$ cat src/rtl/fpsa_pkg.sv
// ----------------------------------------------------------------------------
// Free page stack allocator package
// Shared constants, action and status codes, and controller/datapath types.
// ----------------------------------------------------------------------------
package fpsa_pkg;

    localparam int MAX_PAGES  = 32768;
    localparam int PAGE_BYTES = 4096;

    localparam int ADDR_W     = 40;
    localparam int PAGE_SHIFT = $clog2(PAGE_BYTES);
    localparam int PPN_W      = ADDR_W - PAGE_SHIFT;
    localparam int IDX_W      = $clog2(MAX_PAGES);
    localparam int CNT_W      = IDX_W + 1;
    localparam int FREE_W     = 16;
    localparam int ACTION_W   = 2;
    localparam int STATUS_W   = 2;
    localparam int CFG_IDX_W  = 1;

    localparam logic [ACTION_W-1:0] ACT_ALLOC = 2'd0;
    localparam logic [ACTION_W-1:0] ACT_FREE  = 2'd1;
    localparam logic [ACTION_W-1:0] ACT_INIT  = 2'd2;

    localparam logic [STATUS_W-1:0] STATUS_OK       = 2'd0;
    localparam logic [STATUS_W-1:0] STATUS_NO_PAGE  = 2'd1;
    localparam logic [STATUS_W-1:0] STATUS_REJECTED = 2'd2;
    localparam logic [STATUS_W-1:0] STATUS_FULL     = 2'd3;

    localparam logic [CFG_IDX_W-1:0] REG_KERNEL_END = 1'd0;
    localparam logic [CFG_IDX_W-1:0] REG_MEMORY_TOP = 1'd1;

    localparam logic [ADDR_W-1:0] KERNEL_END_RESET = 40'h00_8000_0000;
    localparam logic [ADDR_W-1:0] MEMORY_TOP_RESET = 40'h00_8800_0000;

    // Commands from the controller to the datapath.
    typedef struct packed {
        logic accept;
        logic bounds;
        logic count;
        logic fill;
        logic finish;
    } fpsa_cmd_t;

    // Status from the datapath to the controller.
    typedef struct packed {
        logic fill_done;
    } fpsa_sts_t;

endpackage

$ cat src/rtl/fpsa_ctrl.sv
// ----------------------------------------------------------------------------
// Free page stack allocator controller
// Sequences request intake, the init fill loop and result hand-off.
// ----------------------------------------------------------------------------
module fpsa_ctrl
    import fpsa_pkg::*;
(
    input  logic                clk,
    input  logic                rst_n,
    input  logic                in_valid,
    output logic                in_ready,
    input  logic [ACTION_W-1:0] action,
    output logic                out_valid,
    input  logic                out_ready,
    input  fpsa_sts_t           sts,
    output fpsa_cmd_t           cmd
);

    typedef enum logic [4:0] {
        ST_IDLE        = 5'b00001,
        ST_EXEC        = 5'b00010,
        ST_INIT_BOUNDS = 5'b00100,
        ST_INIT_COUNT  = 5'b01000,
        ST_INIT_FILL   = 5'b10000
    } state_t;

    state_t state_reg;
    state_t state_next;
    logic   out_valid_reg;
    logic   out_valid_next;
    logic   slot_free;

    assign in_ready  = (state_reg == ST_IDLE);
    assign out_valid = out_valid_reg;
    assign slot_free = !out_valid_reg || out_ready;

    always_comb
    begin
        state_next = state_reg;
        cmd        = '0;
        case (state_reg)
            ST_IDLE:
            begin
                if (in_valid)
                begin
                    cmd.accept = 1'b1;
                    state_next = (action == ACT_INIT) ? ST_INIT_BOUNDS : ST_EXEC;
                end
            end
            ST_INIT_BOUNDS:
            begin
                cmd.bounds = 1'b1;
                state_next = ST_INIT_COUNT;
            end
            ST_INIT_COUNT:
            begin
                cmd.count  = 1'b1;
                state_next = ST_INIT_FILL;
            end
            ST_INIT_FILL:
            begin
                cmd.fill = 1'b1;
                if (sts.fill_done)
                begin
                    state_next = ST_EXEC;
                end
            end
            ST_EXEC:
            begin
                // The result waits here until the output register can take it.
                if (slot_free)
                begin
                    cmd.finish = 1'b1;
                    state_next = ST_IDLE;
                end
            end
            default:
            begin
                state_next = ST_IDLE;
            end
        endcase
    end

    always_comb
    begin
        if (cmd.finish)
        begin
            out_valid_next = 1'b1;
        end
        else if (out_ready)
        begin
            out_valid_next = 1'b0;
        end
        else
        begin
            out_valid_next = out_valid_reg;
        end
    end

    always_ff @(posedge clk or negedge rst_n)
    begin
        if (!rst_n)
        begin
            state_reg     <= ST_IDLE;
            out_valid_reg <= 1'b0;
        end
        else
        begin
            state_reg     <= state_next;
            out_valid_reg <= out_valid_next;
        end
    end

endmodule

$ cat config.mk
export PLATFORM = sky130hd
export DESIGN_NAME = fpsa_ctrl
export DESIGN_NICKNAME = d
export VERILOG_FILES = /design/src/rtl/fpsa_pkg.sv /design/src/rtl/fpsa_ctrl.sv
export SDC_FILE = /design/constraint.sdc
export NUM_CORES = 1
export LEC_CHECK = 0
export BUFFER_PORTS_ARGS = -buffer_cell sky130_fd_sc_hd__buf_4
export CAP_MARGIN = 20
export CORE_AREA = 2 2 39 41
export CTS_CLUSTER_SIZE = 20
export DETAILED_ROUTE_END_ITERATION = 7
export DIE_AREA = 0 0 41 43
export MAX_ROUTING_LAYER = met4
export RECOVER_POWER = 50
export SYNTH_ARGS = -nofsm -noshare
export SYNTH_HDL_FRONTEND = slang
export SYNTH_SLANG_ARGS = --single-unit
$ cat constraint.sdc
create_clock -name clk -period 3.5 [get_ports clk]
set_input_delay 0.7 -clock clk [delete_from_list [all_inputs] [get_ports clk]]
set_output_delay 0.7 -clock clk [all_outputs]
set_load 0.02 [all_outputs]
==> results of run 1 <==
[final cells by class]
type                       instances  share of cell area, %
multi-input combinational         26                   39.8
sequential                         6                   30.9
timing repair buffer              13                   19.1
clock buffer                       4                   5.36
tap                               16                   4.08
inverter                           1                  0.765
[worst max-delay path: cells and delay by family, from the launching register on]
kind          cells  cell delay (ps)
flops             1              420
simple gates      2              660
buf+inv           1              220
[metrics by stage]
stage	cells	instance area (sq um)
final	66	490
after global placement	62	482
after detailed placement	62	482
after CTS	66	508
after floorplan	35	379
after global routing	66	490
[Yosys cell counts]
cell type / number / area (sq um)
dfrtp_1: 5 / 125
and2b_2: 2 / 17.5
buf_4: 2 / 15.0
nand2b_1: 2 / 12.5
nand3_1: 2 / 10.0
nor2_1: 2 / 7.51
nor2b_1: 2 / 12.5
nor4b_1: 2 / 17.5
and2_1: 1 / 6.26
and3b_2: 1 / 10.0
and4_1: 1 / 8.76
dfstp_2: 1 / 26.3
inv_1: 1 / 3.75
nand2_1: 1 / 3.75
nand3b_1: 1 / 7.51
nand4b_2: 1 / 15.0
nor3_2: 1 / 10.0
nor4_2: 1 / 12.5
nor4b_2: 1 / 15.0
o211ai_1: 1 / 7.51
o211ai_2: 1 / 12.5
o21ai_0: 1 / 5.00
or2_4: 1 / 8.76
xor2_1: 1 / 8.76
[kinds of logic after synthesis]
logic type      count (synthesis)
simple gates                   22
flops                           6
compound gates                  3
buf+inv                         3
xor+xnor                        1
[worst max-delay path by stage]
| stage | from | endpoint | slack, ps |
|---|---|---|---|
| after CTS | state_reg[1] | cmd[2] | 1340 |
| final | state_reg[1] | cmd[2] | 1250 |
| after global placement | out_ready | cmd[0] | 1580 |
| after global routing | state_reg[2] | cmd[4] | 1100 |
| after detailed placement | out_ready | cmd[0] | 1570 |
| after floorplan | state_reg[1] | cmd[3] | 1400 |
[metal layers]
layer	GRT usage (%)	vias up	part of all wire (%)
met1	13.9	132	51
met5	-	-	0
met4	10.0	0	0
li1	-	157	-
met2	10.0	10	43
met3	3.14	0	5.2
[where the power goes]
part	switching [W]	leakage, nW	total [W]	internal (W)
combinational	0.0000304	0.142	0.0000621	0.0000317
clock	0.0000248	0.0150	0.0000679	0.0000432
sequential	0.0000100	0.0788	0.0000889	0.0000789
==> flow_summary.json, run 1 <==
{
  "wl_per_cell_um": 10.2,
  "synth_simple_gate_area_share_pct": 46.2,
  "crit_path_end_kind": "output port",
  "grt_pass1_vias": 260,
  "dp_slack_ps": 1570,
  "status": "finished, final reports clean",
  "drt_iter0_markers": 4,
  "fin_worst_skew_ps": 5.98,
  "drive_gt1_share_pct": 44.0,
  "rows": 14,
  "die_height_um": 43,
  "rsz0062_at_grt": "false",
  "fmax_mhz": 445,
  "critPathSlowestCell": "dfrtp_1",
  "cpPeakStageDelay_ps": 420,
  "routed_wl_um": 675,
  "antenna_found_initial": 0,
  "n_antenna_cell": 0,
  "multiInputGateArea_sq_um": 195,
  "coreArea_sq_um": 1380,
  "timing.rr.end": "state_reg[0]",
  "post_cts_buffers": 0,
  "period_needed_ps": 2250,
  "synth_top_family_by_area": "simple AND/OR/NAND/NOR gates",
  "total_power_w": 0.000219,
  "layout_common_cells": "buf_4, dfrtp_1, nor4b_1, clkbuf_4",
  "die_w_um": 41,
  "min_path_type": "input port to asynchronous set/reset pin",
  "r2r_cells": 3,
  "vias_per_cell": 4.53,
  "yosysWarnings": 0,
  "die-area_sq_um": 1760,
  "fin_nets": 58,
  "ys_ff_latch": 6,
  "synth_xor_xnor_area_share_pct": 2.31,
  "start_util_pct": 27.4,
  "muxShareOfSynthArea_pct": 0,
  "final_common_cell": "buf_4",
  "ctsHoldBuffers": 0,
  "grt_first_pass_wirelength_um": 1060,
  "h-tree-depth": 1,
  "leakagePower_nw": 0.235,
  "cts_tree": "yes",
  "report.final.setup_viol": 0,
  "hold_violations": 0,
  "cts_resized": 0,
  "largest_reg_flops": 5,
  "drc": 0,
  "insertion_delay_ps": 250,
  "synth_cell_type_count": 24,
  "cts_root_buf": "clkbuf_4",
  "syn_avg_cell_area_sq_um": 10.8,
  "drv_slew": 0,
  "postLayoutCoreUtil_pct": 35.4,
  "worst_pin_slew_ps": 428,
  "first_pass_iters": 2,
  "r2r-start": "state_reg[2]",
  "synth-compound-area-share_pct": 6.60,
  "critPathLaunchType": "flop",
  "clk_pin_slew_ps": 50,
  "crit_type": "flop to output port",
  "path_cells": "or2_0 > nor4b_1 > buf_4",
  "ff2ff_setup_slack_ps": 2100,
  "vdd_drop_max_mv": 0.144,
  "min_period_over_period_pct": 64.3,
  "seqCellArea_sq_um": 151,
  "path_max_fanout": 6,
  "power.density_nw_per_um2": 446,
  "globalRouteOverflowTotal": 0,
  "cts_max_path_buffers": 2,
  "grt_max_degree": 10,
  "num_io_pins": 14,
  "finalSetupTns_ps": 0,
  "slew_headroom_pct": 71.3,
  "area_growth_pct": 29.4,
  "vias": 299,
  "io_buffers": 13,
  "final_antenna_net_count": 0,
  "place.gp.congestion": 0.655,
  "timing.hold.ws_ps": 318,
  "seq_area_frac_synth_pct": 39.9,
  "cp.arrival_ps": 1550,
  "dp_hpwl_um": 537,
  "grtUsageTotal_pct": 9.87,
  "syn_nets": 42,
  "cts_sinks": 6,
  "synth_cells": 35,
  "synthAdderAreaFrac_pct": 0,
  "crit_required_ps": 2800,
  "maxCapViolations": 0,
  "cts_buffers": 3,
  "synth_area_sq_um": 379,
  "fill_cells": 149,
  "setup_ws_ps": 1250
}
Power figures use the tool's default switching activity.
==> inputs of run 2 (changes only) <==
Clock period 3.5 ns to 2.2 ns, I/O delays scaled along.
==> run 2 against run 1 <==
  * Via count increased by 2.3%
  * Clock-buffer cell count stayed put
  * Clock skew grew 1.3 ps
  * Highest routed layer is now met4
==> flow_summary.json, run 2 (synthesis gave the netlist of run 1 again) <==
{
  "status": "finished, final reports clean",
  "vdd_drop_max_mv": 0.248,
  "coreArea_sq_um": 1380,
  "cp.arrival_ps": 1450,
  "num_io_pins": 14,
  "maxCapViolations": 0,
  "min_path_type": "input port to flop",
  "globalRouteOverflowTotal": 0,
  "leakagePower_nw": 0.237,
  "finalSetupTns_ps": 0,
  "cts_max_path_buffers": 2,
  "hold_violations": 0,
  "r2r-start": "state_reg[2]",
  "die_height_um": 43,
  "critPathLaunchType": "flop",
  "io_buffers": 13,
  "place_inst": 62,
  "cts_tree": "yes",
  "grtUsageTotal_pct": 9.74,
  "area_growth_pct": 34.0,
  "rsz0062_at_grt": "false",
  "layout_common_cells": "buf_4, dfrtp_1, clkbuf_4, clkbuf_1",
  "rows": 14,
  "n_antenna_cell": 0,
  "grt.met2_usage_pct": 11.9,
  "grt_util_met3_pct": 1.57,
  "first_pass_iters": 3,
  "busiest_layer": "met1",
  "largest_reg_flops": 5,
  "crit_type": "flop to output port",
  "power.density_nw_per_um2": 685,
  "post_cts_buffers": 0,
  "startpoint": "state_reg[1]",
  "fin_nets": 59,
  "fill_cells": 157,
  "timing.rr.end": "state_reg[0]",
  "wl_per_cell_um": 10.9,
  "seqCellArea_sq_um": 151,
  "crit_path_end_kind": "output port",
  "drv_slew": 0,
  "vias": 306,
  "period_needed_ps": 1890,
  "grt_use_met1_pct": 12.5,
  "timing.hold.ws_ps": 468,
  "final_common_cell": "buf_4",
  "antenna_found_initial": 0,
  "h-tree-depth": 1,
  "die-area_sq_um": 1760,
  "cts_root_buf": "clkbuf_4",
  "multiInputGateArea_sq_um": 206,
  "insertion_delay_ps": 240,
  "drt_iter0_markers": 3,
  "hp-start": "sts",
  "die_w_um": 41,
  "setup_ws_ps": 308,
  "worst_pin_slew_ps": 309,
  "fin_worst_skew_ps": 7.31,
  "cts_buffers": 3,
  "dp_hpwl_um": 560,
  "min_period_over_period_pct": 86.0,
  "grt_first_pass_wirelength_um": 1090,
  "final_antenna_net_count": 0,
  "ctsHoldBuffers": 1,
  "cp-endpoint": "cmd[2]",
  "fmax_mhz": 529,
  "cts_resized": 0,
  "grt_max_degree": 10,
  "postLayoutCoreUtil_pct": 36.7,
  "drc": 0,
  "dp_slack_ps": 587,
  "vias_per_cell": 4.57,
  "report.final.setup_viol": 0,
  "start_util_pct": 27.4,
  "path_max_fanout": 6,
  "slew_headroom_pct": 79.2,
  "grt_pass1_vias": 284,
  "stdcell_count": 67,
  "r2r_cells": 3,
  "place.gp.congestion": 0.682,
  "ff2ff_setup_slack_ps": 960,
  "clk_pin_slew_ps": 40,
  "cts_sinks": 6,
  "crit_required_ps": 1760,
  "drive_gt1_share_pct": 45.1,
  "routed_wl_um": 729
}
[run 2: worst min-delay path by stage]
stage                     cells after the start            to  slack [ps]
after floorplan                               0     out_valid         140
after global placement                        1     out_valid         250
after detailed placement                      1     out_valid         250
after CTS                                     3  state_reg[1]         470
after global routing                          3  state_reg[1]         490
final                                         3  state_reg[1]         470
[run 2: layout make-up]
type	count	area share, %
Multi-Input combinational cell	26	40.6
Sequential cell	6	29.8
Timing Repair Buffer	14	19.7
Clock buffer	4	5.17
Tap cell	16	3.94
Inverter	1	0.739
[run 2: stage by stage]
| step | total power [W] | cell area [sq um] |
|---|---|---|
| global route | 0.000372 | 508 |
| floorplan | 0.000211 | 379 |
| global placement | 0.000250 | 482 |
| finish | 0.000348 | 508 |
| detailed placement | 0.000250 | 482 |
| CTS | 0.000363 | 518 |
[run 2: critical path, cell delays in order (launching register included)]
cell     delay, ps
dfrtp_1        410
or2_0          290
nor4b_2        310
buf_4          200
[run 2: where the power goes]
part           leakage, nW  switching, W  internal [W]
clock               0.0150     0.0000389     0.0000686
combinational        0.143     0.0000496     0.0000498
sequential          0.0788     0.0000157      0.000125
[run 2: metal layers]
metal  vias up  part of all wire, %
met4         0                  1.2
met2        10                   47
met1       137                   46
met5         -                    0
met3         2                  5.6
li1        157                    -
